$ cat config.mk
export PLATFORM = sky130hd
export DESIGN_NAME = resp_stream_parser_core
export DESIGN_NICKNAME = d
export VERILOG_FILES = /design/src/rtl/core/rsp_pkg.sv /design/src/rtl/core/rsp_ctrl.sv /design/src/rtl/core/rsp_dp.sv /design/src/rtl/core/resp_stream_parser_core.sv
export SDC_FILE = /design/constraint.sdc
export NUM_CORES = 1
export LEC_CHECK = 0
export CORE_MARGIN = 2
export CORE_UTILIZATION = 64
export CTS_CLUSTER_SIZE = 28
export DETAILED_ROUTE_END_ITERATION = 6
export DONT_BUFFER_PORTS = 1
export PLACE_DENSITY_LB_ADDON = 0.25
export SLEW_MARGIN = 10
export SYNTH_ARGS = -nofsm -noshare
export SYNTH_HDL_FRONTEND = slang
export SYNTH_HIERARCHICAL = 1
export SYNTH_SLANG_ARGS = --single-unit
$ cat constraint.sdc
create_clock -name clk -period 9.4 [get_ports clk]
set_clock_uncertainty 0.1 [all_clocks]
set_input_delay 0.94 -clock clk [delete_from_list [all_inputs] [get_ports clk]]
set_output_delay 0.94 -clock clk [all_outputs]
set_load 0.005 [all_outputs]
$ cat src/rtl/core/rsp_pkg.sv
`default_nettype none
package rsp_pkg;

    localparam int MAX_DEPTH_DEF = 16;
    localparam int CNT_W   = 31;
    localparam int DEPTH_W = 5;
    localparam int TDATA_W = 56;
    localparam int TUSER_W = 5;

    // event kinds
    localparam logic [2:0] EV_PAYLOAD = 3'd0;
    localparam logic [2:0] EV_DONE    = 3'd1;
    localparam logic [2:0] EV_OPEN    = 3'd2;
    localparam logic [2:0] EV_NULL    = 3'd3;
    localparam logic [2:0] EV_EMPTY   = 3'd4;
    localparam logic [2:0] EV_ERROR   = 3'd5;

    // value types
    localparam logic [1:0] VT_SIMPLE = 2'd0;
    localparam logic [1:0] VT_INT    = 2'd1;
    localparam logic [1:0] VT_BULK   = 2'd2;
    localparam logic [1:0] VT_ARRAY  = 2'd3;

    // error codes
    localparam logic [1:0] ERR_NONE  = 2'd0;
    localparam logic [1:0] ERR_TYPE  = 2'd1;
    localparam logic [1:0] ERR_NUM   = 2'd2;
    localparam logic [1:0] ERR_LIMIT = 2'd3;

    // configuration register indexes
    localparam logic CFG_MAX_BULK  = 1'b0;
    localparam logic CFG_MAX_ARRAY = 1'b1;

    localparam logic [CNT_W-1:0] MAX_BULK_RST  = 31'd536870912;
    localparam logic [CNT_W-1:0] MAX_ARRAY_RST = 31'd1048576;

    localparam logic [7:0] CH_STAR   = 8'h2A;
    localparam logic [7:0] CH_DOLLAR = 8'h24;
    localparam logic [7:0] CH_PLUS   = 8'h2B;
    localparam logic [7:0] CH_COLON  = 8'h3A;
    localparam logic [7:0] CH_MINUS  = 8'h2D;
    localparam logic [7:0] CH_ZERO   = 8'h30;
    localparam logic [7:0] CH_NINE   = 8'h39;
    localparam logic [7:0] CH_CR     = 8'h0D;
    localparam logic [7:0] CH_LF     = 8'h0A;

    localparam logic [31:0] NUM_SAT = 32'h8000_0000;

    typedef struct packed {
        logic [2:0]         kind;
        logic [1:0]         vtype;
        logic [7:0]         pbyte;
        logic [CNT_W-1:0]   count;
        logic [DEPTH_W-1:0] depth;
        logic [DEPTH_W-1:0] closed;
        logic               done;
        logic [1:0]         err;
        logic               last;
    } result_t;

    typedef struct packed {
        logic load;
        logic exec;
        logic sel;
    } ctrl_cmd_t;

    typedef struct packed {
        logic [1:0] n_now;
        logic [1:0] n_held;
    } dp_stat_t;

endpackage
`default_nettype wire

$ cat src/rtl/core/rsp_ctrl.sv
`default_nettype none
module rsp_ctrl (
    input  wire logic               clk,
    input  wire logic               rst_n,
    input  wire logic               in_valid,
    output logic                    in_ready,
    output logic                    out_valid,
    input  wire logic               out_ready,
    input  rsp_pkg::dp_stat_t       stat,
    output rsp_pkg::ctrl_cmd_t      cmd
);
    import rsp_pkg::*;

    typedef enum logic [1:0] {ST_RX, ST_EXEC, ST_TX0, ST_TX1} state_t;

    state_t state_reg;
    logic   in_ready_reg;
    logic   out_valid_reg;
    logic   sel_reg;

    always_ff @(posedge clk or negedge rst_n)
    begin
        if (!rst_n)
        begin
            state_reg     <= ST_RX;
            in_ready_reg  <= 1'b1;
            out_valid_reg <= 1'b0;
            sel_reg       <= 1'b0;
        end
        else
        begin
            unique case (state_reg)
                ST_RX:
                begin
                    if (in_valid)
                    begin
                        state_reg    <= ST_EXEC;
                        in_ready_reg <= 1'b0;
                    end
                end
                ST_EXEC:
                begin
                    if (stat.n_now == 2'd0)
                    begin
                        state_reg    <= ST_RX;
                        in_ready_reg <= 1'b1;
                    end
                    else
                    begin
                        state_reg     <= ST_TX0;
                        out_valid_reg <= 1'b1;
                        sel_reg       <= 1'b0;
                    end
                end
                ST_TX0:
                begin
                    if (out_ready)
                    begin
                        if (stat.n_held == 2'd2)
                        begin
                            state_reg <= ST_TX1;
                            sel_reg   <= 1'b1;
                        end
                        else
                        begin
                            state_reg     <= ST_RX;
                            out_valid_reg <= 1'b0;
                            in_ready_reg  <= 1'b1;
                        end
                    end
                end
                ST_TX1:
                begin
                    if (out_ready)
                    begin
                        state_reg     <= ST_RX;
                        out_valid_reg <= 1'b0;
                        in_ready_reg  <= 1'b1;
                    end
                end
                default:
                begin
                    state_reg <= ST_RX;
                end
            endcase
        end
    end

    assign in_ready  = in_ready_reg;
    assign out_valid = out_valid_reg;
    assign cmd.load  = in_ready_reg && in_valid;
    assign cmd.exec  = (state_reg == ST_EXEC);
    assign cmd.sel   = sel_reg;

endmodule
`default_nettype wire

$ cat src/rtl/core/rsp_dp.sv
`default_nettype none
module rsp_dp #(
    parameter int MAX_DEPTH = rsp_pkg::MAX_DEPTH_DEF
) (
    input  wire logic                       clk,
    input  wire logic                       rst_n,
    input  wire logic                       cfg_we,
    input  wire logic                       cfg_index,
    input  wire logic [rsp_pkg::CNT_W-1:0]  cfg_data,
    input  wire logic [7:0]                 rx_byte,
    input  rsp_pkg::ctrl_cmd_t              cmd,
    output rsp_pkg::dp_stat_t               stat,
    output rsp_pkg::result_t                res
);
    import rsp_pkg::*;

    localparam int SPW = $clog2(MAX_DEPTH + 1);
    localparam int IW  = (MAX_DEPTH > 1) ? $clog2(MAX_DEPTH) : 1;

    typedef enum logic [2:0] {PH_IDLE, PH_HDR, PH_LINE, PH_BODY, PH_TRAIL} phase_t;

    logic [CNT_W-1:0] max_bulk_reg, max_array_reg;
    logic [7:0]       byte_reg;
    phase_t           phase_reg, phase_next;
    logic [1:0]       type_reg, type_next;
    logic [31:0]      acc_reg, acc_next;
    logic             neg_reg, neg_next, seen_reg, seen_next;
    logic             ended_reg, ended_next, cr_reg, cr_next;
    logic [CNT_W-1:0] bulk_reg, bulk_next;
    logic [SPW-1:0]   sp_reg, sp_next;
    logic [CNT_W-1:0] stk_reg [MAX_DEPTH];
    logic             one_reg [MAX_DEPTH];
    result_t          slot0_reg, slot1_reg, r0, r1;
    logic [1:0]       nres_reg, n_c;

    logic             stk_we;
    logic [IW-1:0]    stk_wa;
    logic [CNT_W-1:0] stk_wd, top_val;
    logic [SPW-1:0]   newsp, closed_k;
    logic [35:0]      acc_mul;
    logic             is_digit;

    function automatic result_t mk(input logic [2:0] kind, input logic [1:0] vt,
                                   input logic [7:0] pb, input logic [CNT_W-1:0] cnt,
                                   input logic [SPW-1:0] d, input logic [SPW-1:0] k,
                                   input logic dn, input logic [1:0] e);
        result_t r;
        r.kind   = kind;
        r.vtype  = vt;
        r.pbyte  = pb;
        r.count  = cnt;
        r.depth  = DEPTH_W'(d);
        r.closed = DEPTH_W'(k);
        r.done   = dn;
        r.err    = e;
        r.last   = 1'b0;
        return r;
    endfunction

    // highest level still expecting more than one element; all above it close
    always_comb
    begin
        newsp = '0;
        for (int i = 0; i < MAX_DEPTH; i++)
        begin
            if ((SPW'(i) < sp_reg) && !one_reg[i])
                newsp = SPW'(i + 1);
        end
    end
    assign closed_k = sp_reg - newsp;
    assign top_val  = stk_reg[IW'(newsp - SPW'(1))];

    assign is_digit = (byte_reg >= CH_ZERO) && (byte_reg <= CH_NINE);
    assign acc_mul  = ({4'b0, acc_reg} << 3) + ({4'b0, acc_reg} << 1)
                    + {28'b0, byte_reg - CH_ZERO};

    always_comb
    begin
        phase_next = phase_reg;
        type_next  = type_reg;
        acc_next   = acc_reg;
        neg_next   = neg_reg;
        seen_next  = seen_reg;
        ended_next = ended_reg;
        cr_next    = cr_reg;
        bulk_next  = bulk_reg;
        sp_next    = sp_reg;
        stk_we     = 1'b0;
        stk_wa     = IW'(newsp - SPW'(1));
        stk_wd     = top_val - CNT_W'(1);
        n_c        = 2'd0;
        r0         = '0;
        r1         = '0;

        unique case (phase_reg)
            PH_IDLE:
            begin
                acc_next   = '0;
                neg_next   = 1'b0;
                seen_next  = 1'b0;
                ended_next = 1'b0;
                cr_next    = 1'b0;
                priority if (byte_reg == CH_STAR)
                begin
                    type_next = VT_ARRAY; phase_next = PH_HDR;
                end
                else if (byte_reg == CH_DOLLAR)
                begin
                    type_next = VT_BULK; phase_next = PH_HDR;
                end
                else if (byte_reg == CH_PLUS)
                begin
                    type_next = VT_SIMPLE; phase_next = PH_LINE;
                end
                else if (byte_reg == CH_COLON)
                begin
                    type_next = VT_INT; phase_next = PH_LINE;
                end
                else
                begin
                    r0 = mk(EV_ERROR, VT_SIMPLE, '0, '0, sp_reg, '0, 1'b0, ERR_TYPE);
                    n_c = 2'd1;
                    type_next = VT_SIMPLE;
                    bulk_next = '0;
                    sp_next   = '0;
                end
            end
            PH_HDR:
            begin
                if (cr_reg && byte_reg == CH_LF)
                begin
                    cr_next = 1'b0;
                    n_c     = 2'd1;
                    phase_next = PH_IDLE;
                    priority if (!seen_reg)
                    begin
                        r0 = mk(EV_ERROR, type_reg, '0, '0, sp_reg, '0, 1'b0, ERR_NUM);
                    end
                    else if (neg_reg && acc_reg != 32'd0)
                    begin
                        if (type_reg == VT_BULK || acc_reg == 32'd1)
                        begin
                            r0 = mk(EV_NULL, type_reg, '0, '0, sp_reg, closed_k,
                                    (closed_k == sp_reg), ERR_NONE);
                            sp_next = newsp;
                            stk_we  = (newsp != '0);
                        end
                        else
                            r0 = mk(EV_ERROR, type_reg, '0, '0, sp_reg, '0, 1'b0, ERR_NUM);
                    end
                    else if (type_reg == VT_ARRAY)
                    begin
                        priority if (acc_reg == 32'd0)
                        begin
                            r0 = mk(EV_EMPTY, VT_ARRAY, '0, '0, sp_reg, closed_k,
                                    (closed_k == sp_reg), ERR_NONE);
                            sp_next = newsp;
                            stk_we  = (newsp != '0);
                        end
                        else if (acc_reg > {1'b0, max_array_reg}
                                 || sp_reg >= SPW'(MAX_DEPTH))
                        begin
                            r0 = mk(EV_ERROR, VT_ARRAY, '0, '0, sp_reg, '0, 1'b0, ERR_LIMIT);
                        end
                        else
                        begin
                            r0 = mk(EV_OPEN, VT_ARRAY, '0, acc_reg[CNT_W-1:0], sp_reg, '0,
                                    1'b0, ERR_NONE);
                            stk_we  = 1'b1;
                            stk_wa  = IW'(sp_reg);
                            stk_wd  = acc_reg[CNT_W-1:0];
                            sp_next = sp_reg + SPW'(1);
                        end
                    end
                    else if (acc_reg > {1'b0, max_bulk_reg})
                    begin
                        r0 = mk(EV_ERROR, VT_BULK, '0, '0, sp_reg, '0, 1'b0, ERR_LIMIT);
                    end
                    else
                    begin
                        n_c = 2'd0;
                        if (acc_reg == 32'd0)
                        begin
                            phase_next = PH_TRAIL; bulk_next = CNT_W'(2);
                        end
                        else
                        begin
                            phase_next = PH_BODY; bulk_next = acc_reg[CNT_W-1:0];
                        end
                    end
                    // every failure drops back to an empty parser
                    if (r0.kind == EV_ERROR)
                    begin
                        type_next = VT_SIMPLE;
                        acc_next = '0; neg_next = 1'b0; seen_next = 1'b0; ended_next = 1'b0;
                        bulk_next = '0;
                        sp_next   = '0;
                    end
                end
                else
                begin
                    if (cr_reg)
                        ended_next = 1'b1;
                    cr_next = (byte_reg == CH_CR);
                    if (!cr_reg && byte_reg != CH_CR && !ended_reg)
                    begin
                        priority if (is_digit)
                        begin
                            acc_next  = (acc_mul > {4'b0, NUM_SAT}) ? NUM_SAT : acc_mul[31:0];
                            seen_next = 1'b1;
                        end
                        else if (byte_reg == CH_MINUS && !seen_reg && !neg_reg)
                            neg_next = 1'b1;
                        else
                            ended_next = 1'b1;
                    end
                end
            end
            PH_LINE:
            begin
                cr_next = 1'b0;
                if (cr_reg && byte_reg == CH_LF)
                begin
                    r0 = mk(EV_DONE, type_reg, '0, '0, sp_reg, closed_k,
                            (closed_k == sp_reg), ERR_NONE);
                    n_c        = 2'd1;
                    phase_next = PH_IDLE;
                    sp_next    = newsp;
                    stk_we     = (newsp != '0);
                end
                else
                begin
                    // hold back a CR until the next byte shows whether LF follows
                    if (cr_reg)
                    begin
                        r0  = mk(EV_PAYLOAD, type_reg, CH_CR, '0, sp_reg, '0, 1'b0, ERR_NONE);
                        n_c = 2'd1;
                    end
                    if (byte_reg == CH_CR)
                        cr_next = 1'b1;
                    else if (cr_reg)
                    begin
                        r1  = mk(EV_PAYLOAD, type_reg, byte_reg, '0, sp_reg, '0, 1'b0, ERR_NONE);
                        n_c = 2'd2;
                    end
                    else
                    begin
                        r0  = mk(EV_PAYLOAD, type_reg, byte_reg, '0, sp_reg, '0, 1'b0, ERR_NONE);
                        n_c = 2'd1;
                    end
                end
            end
            PH_BODY:
            begin
                r0  = mk(EV_PAYLOAD, VT_BULK, byte_reg, acc_reg[CNT_W-1:0], sp_reg, '0,
                         1'b0, ERR_NONE);
                n_c = 2'd1;
                if (bulk_reg == CNT_W'(1))
                begin
                    phase_next = PH_TRAIL; bulk_next = CNT_W'(2);
                end
                else
                    bulk_next = bulk_reg - CNT_W'(1);
            end
            PH_TRAIL:
            begin
                if (bulk_reg != '0)
                    bulk_next = bulk_reg - CNT_W'(1);
                if (bulk_reg <= CNT_W'(1))
                begin
                    r0 = mk(EV_DONE, VT_BULK, '0, acc_reg[CNT_W-1:0], sp_reg, closed_k,
                            (closed_k == sp_reg), ERR_NONE);
                    n_c        = 2'd1;
                    phase_next = PH_IDLE;
                    sp_next    = newsp;
                    stk_we     = (newsp != '0);
                end
            end
            default:
            begin
                phase_next = PH_IDLE;
            end
        endcase

        r0.last = (n_c == 2'd1);
        r1.last = 1'b1;
    end

    always_ff @(posedge clk or negedge rst_n)
    begin
        if (!rst_n)
        begin
            max_bulk_reg  <= MAX_BULK_RST;
            max_array_reg <= MAX_ARRAY_RST;
            phase_reg     <= PH_IDLE;
            type_reg      <= VT_SIMPLE;
            acc_reg       <= '0;
            neg_reg       <= 1'b0;
            seen_reg      <= 1'b0;
            ended_reg     <= 1'b0;
            cr_reg        <= 1'b0;
            bulk_reg      <= '0;
            sp_reg        <= '0;
            nres_reg      <= 2'd0;
        end
        else
        begin
            if (cfg_we)
            begin
                unique case (cfg_index)
                    CFG_MAX_BULK:  max_bulk_reg  <= cfg_data;
                    CFG_MAX_ARRAY: max_array_reg <= cfg_data;
                    default:       max_bulk_reg  <= max_bulk_reg;
                endcase
            end
            if (cmd.exec)
            begin
                phase_reg <= phase_next;
                type_reg  <= type_next;
                acc_reg   <= acc_next;
                neg_reg   <= neg_next;
                seen_reg  <= seen_next;
                ended_reg <= ended_next;
                cr_reg    <= cr_next;
                bulk_reg  <= bulk_next;
                sp_reg    <= sp_next;
                nres_reg  <= n_c;
            end
        end
    end

    always_ff @(posedge clk)
    begin
        if (cmd.load)
            byte_reg <= rx_byte;
        if (cmd.exec)
        begin
            slot0_reg <= r0;
            slot1_reg <= r1;
        end
        if (cmd.exec && stk_we)
        begin
            stk_reg[stk_wa] <= stk_wd;
            one_reg[stk_wa] <= (stk_wd == CNT_W'(1));
        end
    end

    assign stat.n_now  = n_c;
    assign stat.n_held = nres_reg;
    assign res         = cmd.sel ? slot1_reg : slot0_reg;

endmodule
`default_nettype wire

$ cat src/rtl/core/resp_stream_parser_core.sv
`default_nettype none
// Channel   Dir  Handshake                 Contents
// s_*       in   s_tvalid / s_tready       one stream byte per transaction
// m_*       out  m_tvalid / m_tready       one parse event per transaction
// cfg_*     in   cfg_we (no wait)          limit registers
//
// A byte is captured, then goes through the parse step in the datapath, then each
// event it causes (0 to 2 events) is drained from the two-entry result buffer.
// Closing of finished arrays is resolved in the parse step from per-level
// count-equals-one flags.
// Reset clears the parser to idle with an empty stack and loads default limits.
// A stalled m_tready holds the current event; no new byte is taken meanwhile.
module resp_stream_parser_core #(
    parameter int MAX_DEPTH = rsp_pkg::MAX_DEPTH_DEF
) (
    input  wire logic                         clk,
    input  wire logic                         rst_n,
    input  wire logic                         s_tvalid,
    output logic                              s_tready,
    input  wire logic [7:0]                   s_tdata,   // [7:0] rx_byte
    output logic                              m_tvalid,
    input  wire logic                         m_tready,
    // [7:0] payload_byte, [38:8] element_count, [43:39] nesting_depth,
    // [48:44] arrays_closed, [49] message_done, [51:50] error_code, rest zero
    output logic [rsp_pkg::TDATA_W-1:0]       m_tdata,
    output logic [rsp_pkg::TUSER_W-1:0]       m_tuser,   // [2:0] event_kind, [4:3] value_type
    output logic                              m_tlast,   // last_of_run
    input  wire logic                         cfg_we,
    input  wire logic                         cfg_index,
    input  wire logic [rsp_pkg::CNT_W-1:0]    cfg_data
);
    import rsp_pkg::*;

    ctrl_cmd_t cmd;
    dp_stat_t  stat;
    result_t   res;

    rsp_ctrl u_ctrl (
        .clk       (clk),
        .rst_n     (rst_n),
        .in_valid  (s_tvalid),
        .in_ready  (s_tready),
        .out_valid (m_tvalid),
        .out_ready (m_tready),
        .stat      (stat),
        .cmd       (cmd)
    );

    rsp_dp #(.MAX_DEPTH(MAX_DEPTH)) u_dp (
        .clk       (clk),
        .rst_n     (rst_n),
        .cfg_we    (cfg_we),
        .cfg_index (cfg_index),
        .cfg_data  (cfg_data),
        .rx_byte   (s_tdata),
        .cmd       (cmd),
        .stat      (stat),
        .res       (res)
    );

    // pack the event fields, lowest field first
    assign m_tdata = {4'b0, res.err, res.done, res.closed, res.depth, res.count, res.pbyte};
    assign m_tuser = {res.vtype, res.kind};
    assign m_tlast = res.last;

    // one byte in flight: never take a byte while an event is offered
    a_one_in_flight: assert property (@(posedge clk) disable iff (!rst_n)
        m_tvalid |-> !s_tready)
        else $error("byte accepted while an event is pending");

    // the parse step follows every accepted byte, so no event is offered then
    a_exec_gap: assert property (@(posedge clk) disable iff (!rst_n)
        (s_tvalid && s_tready) |=> !m_tvalid)
        else $error("event offered in the parse cycle");

    // a finished message has closed every array that enclosed it
    a_done_closes_all: assert property (@(posedge clk) disable iff (!rst_n)
        (m_tvalid && m_tdata[49]) |-> (m_tdata[48:44] == m_tdata[43:39]))
        else $error("message done with arrays left open");

endmodule
`default_nettype wire

==> flow_summary.yaml <==
pwr:
  p_total_mw: 7.678
  leakage_nw: 16.69
  ir_drop_mv: 0.1890
  p_per_area_nw_per_um2: 191.6
synth:
  synth_flop_cell: "edfxtp_1"
  ys_seq_elements: 739
  synth.most_common_cell: "edfxtp_1"
  synthTopCellsByArea: "edfxtp_1, dfrtp_1, mux4_2, ha_1, nand2_1"
  syn_area_um2: 36450
  synth_top_cell_by_area: "edfxtp_1"
  ys_types: 102
  yosysSeqAreaShare: 0.5889
  synthCells: 2877
  synth-edff-count: 593
  ys_async_sr_fraction: 0.1976
  syn_avg_cell_area_um2: 12.67
  synth_top_area_share: 0.4885
  synth_warnings: 6
  ys_top_cells_by_count: "edfxtp_1, nand2_1, o21ai_0, nor2_1, dfrtp_1"
route:
  drt_wl_total_um: 97850
  dr.pass1.iters: 6
  drc: 0
  drt_iter0_markers: 2885
  avgViaCountPerCell: 6.777
  wl_per_cell_um: 26.38
  vias: 25140
  ant_nets: 0
global_route:
  grt_pass1_wl_um: 147900
  grt_use_total: 0.3325
  grt_max_degree: 144
  antenna_found_initial: 1
  grt_overflow_total: 0
  grt_pass1_vias: 24740
timing:
  drv_slew: 0
  final-hold-violation-count: 0
  rsz0062_at_grt: "false"
  period_share: 0.9389
  postLayoutSetupSlackWorst_ns: 0.5748
  slew_headroom: 0.1553
  worst-slew-pin-transition_ns: 1.267
  finalSetupTns_ns: 0
  setup_violations: 0
  max_freq_mhz: 113.3
  period_needed_ns: 8.825
worst_setup_path:
  max_stage_delay_ns: 0.61
  critical_path_class: "reg2reg"
  cpMostUsedCell: "buf_4"
  cp-end-kind: "flip-flop"
  crit_required_ns: 9.78
  worst-path-max-fanout: 51
  critPathLaunchType: "flip-flop"
  slowest_stage: "or4_1"
  critical_path_arrival_ns: 9.21
floorplan:
  die_area_um2: 58880
  die_h_um: 242.7
  design.portCount: 109
  core_area_um2: 56390
  row_count: 87
  initial_core_util: 0.6464
  die_width_um: 242.7
cells_and_area:
  final_util: 0.7105
  n_antenna_cell: 0
  nFillCells: 3768
  largest_register_ffs: 496
  fin_nets: 3083
  syn2layout_area_growth_pct: 9.917
  drive_gt1_frac: 0.1405
clock_tree:
  cts.clk_slew.worst_paths_ns: 0.06
  cts_tree: "built"
  cts_made_buffers: 76
  cts-root-buf: "clkbuf_16"
  insertion_delay_ns: 0.64
  cts_max_level: 3
  cts.sinks: 739
  cts_buffer_depth: 3
placed_design:
  io_buffers: 0
  dp_hpwl_um: 59720
  gp_congestion: 0.9529
  preCtsSetupSlack_ns: 0.2818
job:
  maxCapViolations: 0
worst_hold_path:
  hold_class: "in2async"
status:
  outcome: "finished, final reports clean"
-- worst max-delay path: cells and delay by family (launching register included) --
kind,cells,cell delay (ns)
simple gates,8,2.95
fa+ha+maj,2,0.67
mux,3,0.81
flops,1,0.60
compound gates,5,1.42
xor+xnor,1,0.15
buf+inv,6,1.92
-- metal layers --
layer  wire length [um]  track usage  vias to the layer above
met5                  0            0                        -
li1                   -            -                    10900
met3               9990      0.07475                      337
met2              46710       0.5394                     1492
met4               4682       0.1462                        0
met1              36460       0.4345                    12410
-- final timing paths --
| kind | from | to | slack, ns | cells after the start |
|---|---|---|---|---|
| max | u_dp/sp_reg[1] | u_dp/one_reg[0] | 0.57 | 25 |
| min | rst_n | u_dp/max_array_reg[20] | 0.04 | 0 |
| max reg2reg | u_dp/sp_reg[1] | u_dp/one_reg[0] | 0.57 | 25 |
| min reg2reg | u_dp/max_array_reg[30] | u_dp/max_array_reg[30] | 0.41 | 1 |
| max in group asynchronous | rst_n | u_ctrl/sel_reg | 8.38 | 1 |
| min in group clk | s_tdata[1] | u_dp/byte_reg[1] | 0.30 | 0 |
-- through the flow --
stage	cell area [um^2]	hold slack, ns	instances
after global routing	40060	0.02043	3709
after floorplan	36460	0.3608	2880
after global placement	37440	0.3805	3570
after detailed placement	37440	0.3935	3570
after CTS	40020	0.02168	3707
final	40060	0.04402	3709
-- final cells by class --
class,instances,area (um^2),area share
clock inverter,42,539.3,0.01346
tap,756,945.9,0.02361
timing repair buffer,80,683.2,0.01705
inverter,125,476.7,0.01190
clock buffer,94,2012,0.05022
multi-input combinational,1873,13940,0.3480
sequential,739,21470,0.5358
-- cells by family after synthesis --
family          after synthesis  share of synthesized area
buf+inv                     268                    0.03227
compound gates              585                     0.1050
xor+xnor                     57                    0.01370
simple gates                878                     0.1208
fa+ha+maj                   143                    0.05053
other cells                   1                  0.0001029
flops                       739                     0.5889
mux                         206                    0.08867
-- cell usage in the layout, fill, tap and decap left out, drive strengths merged, types with 59 or more instances in the layout --
master  count
edfxtp    593
nand2     292
o21ai     190
nor2      156
dfrtp     143
ha        136
inv       128
nor2b      98
a21oi      95
clkbuf     94
mux4       87
buf        80
mux2i      60
nor3       60
mux2       59
-- power breakdown --
part / internal (mW) / switching (mW) / leakage, nW
logic: 0.269 / 0.501 / 6.89
clock network: 1.81 / 1.27 / 1.24
registers: 3.69 / 0.131 / 8.56
total: 5.77 / 1.91 / 16.7
-- what timing repair did --
| action | 4_1_cts | 5_1_grt |
|---|---|---|
| setup endpoints to repair | 0 | 16 |
| hold buffers | 1 | 0 |
| resized for setup | 0 | 1 |
| hold endpoints to repair | 143 | 0 |
| buffers inserted | 0 | 2 |
No activity file was read; power rests on OpenSTA's default activity.
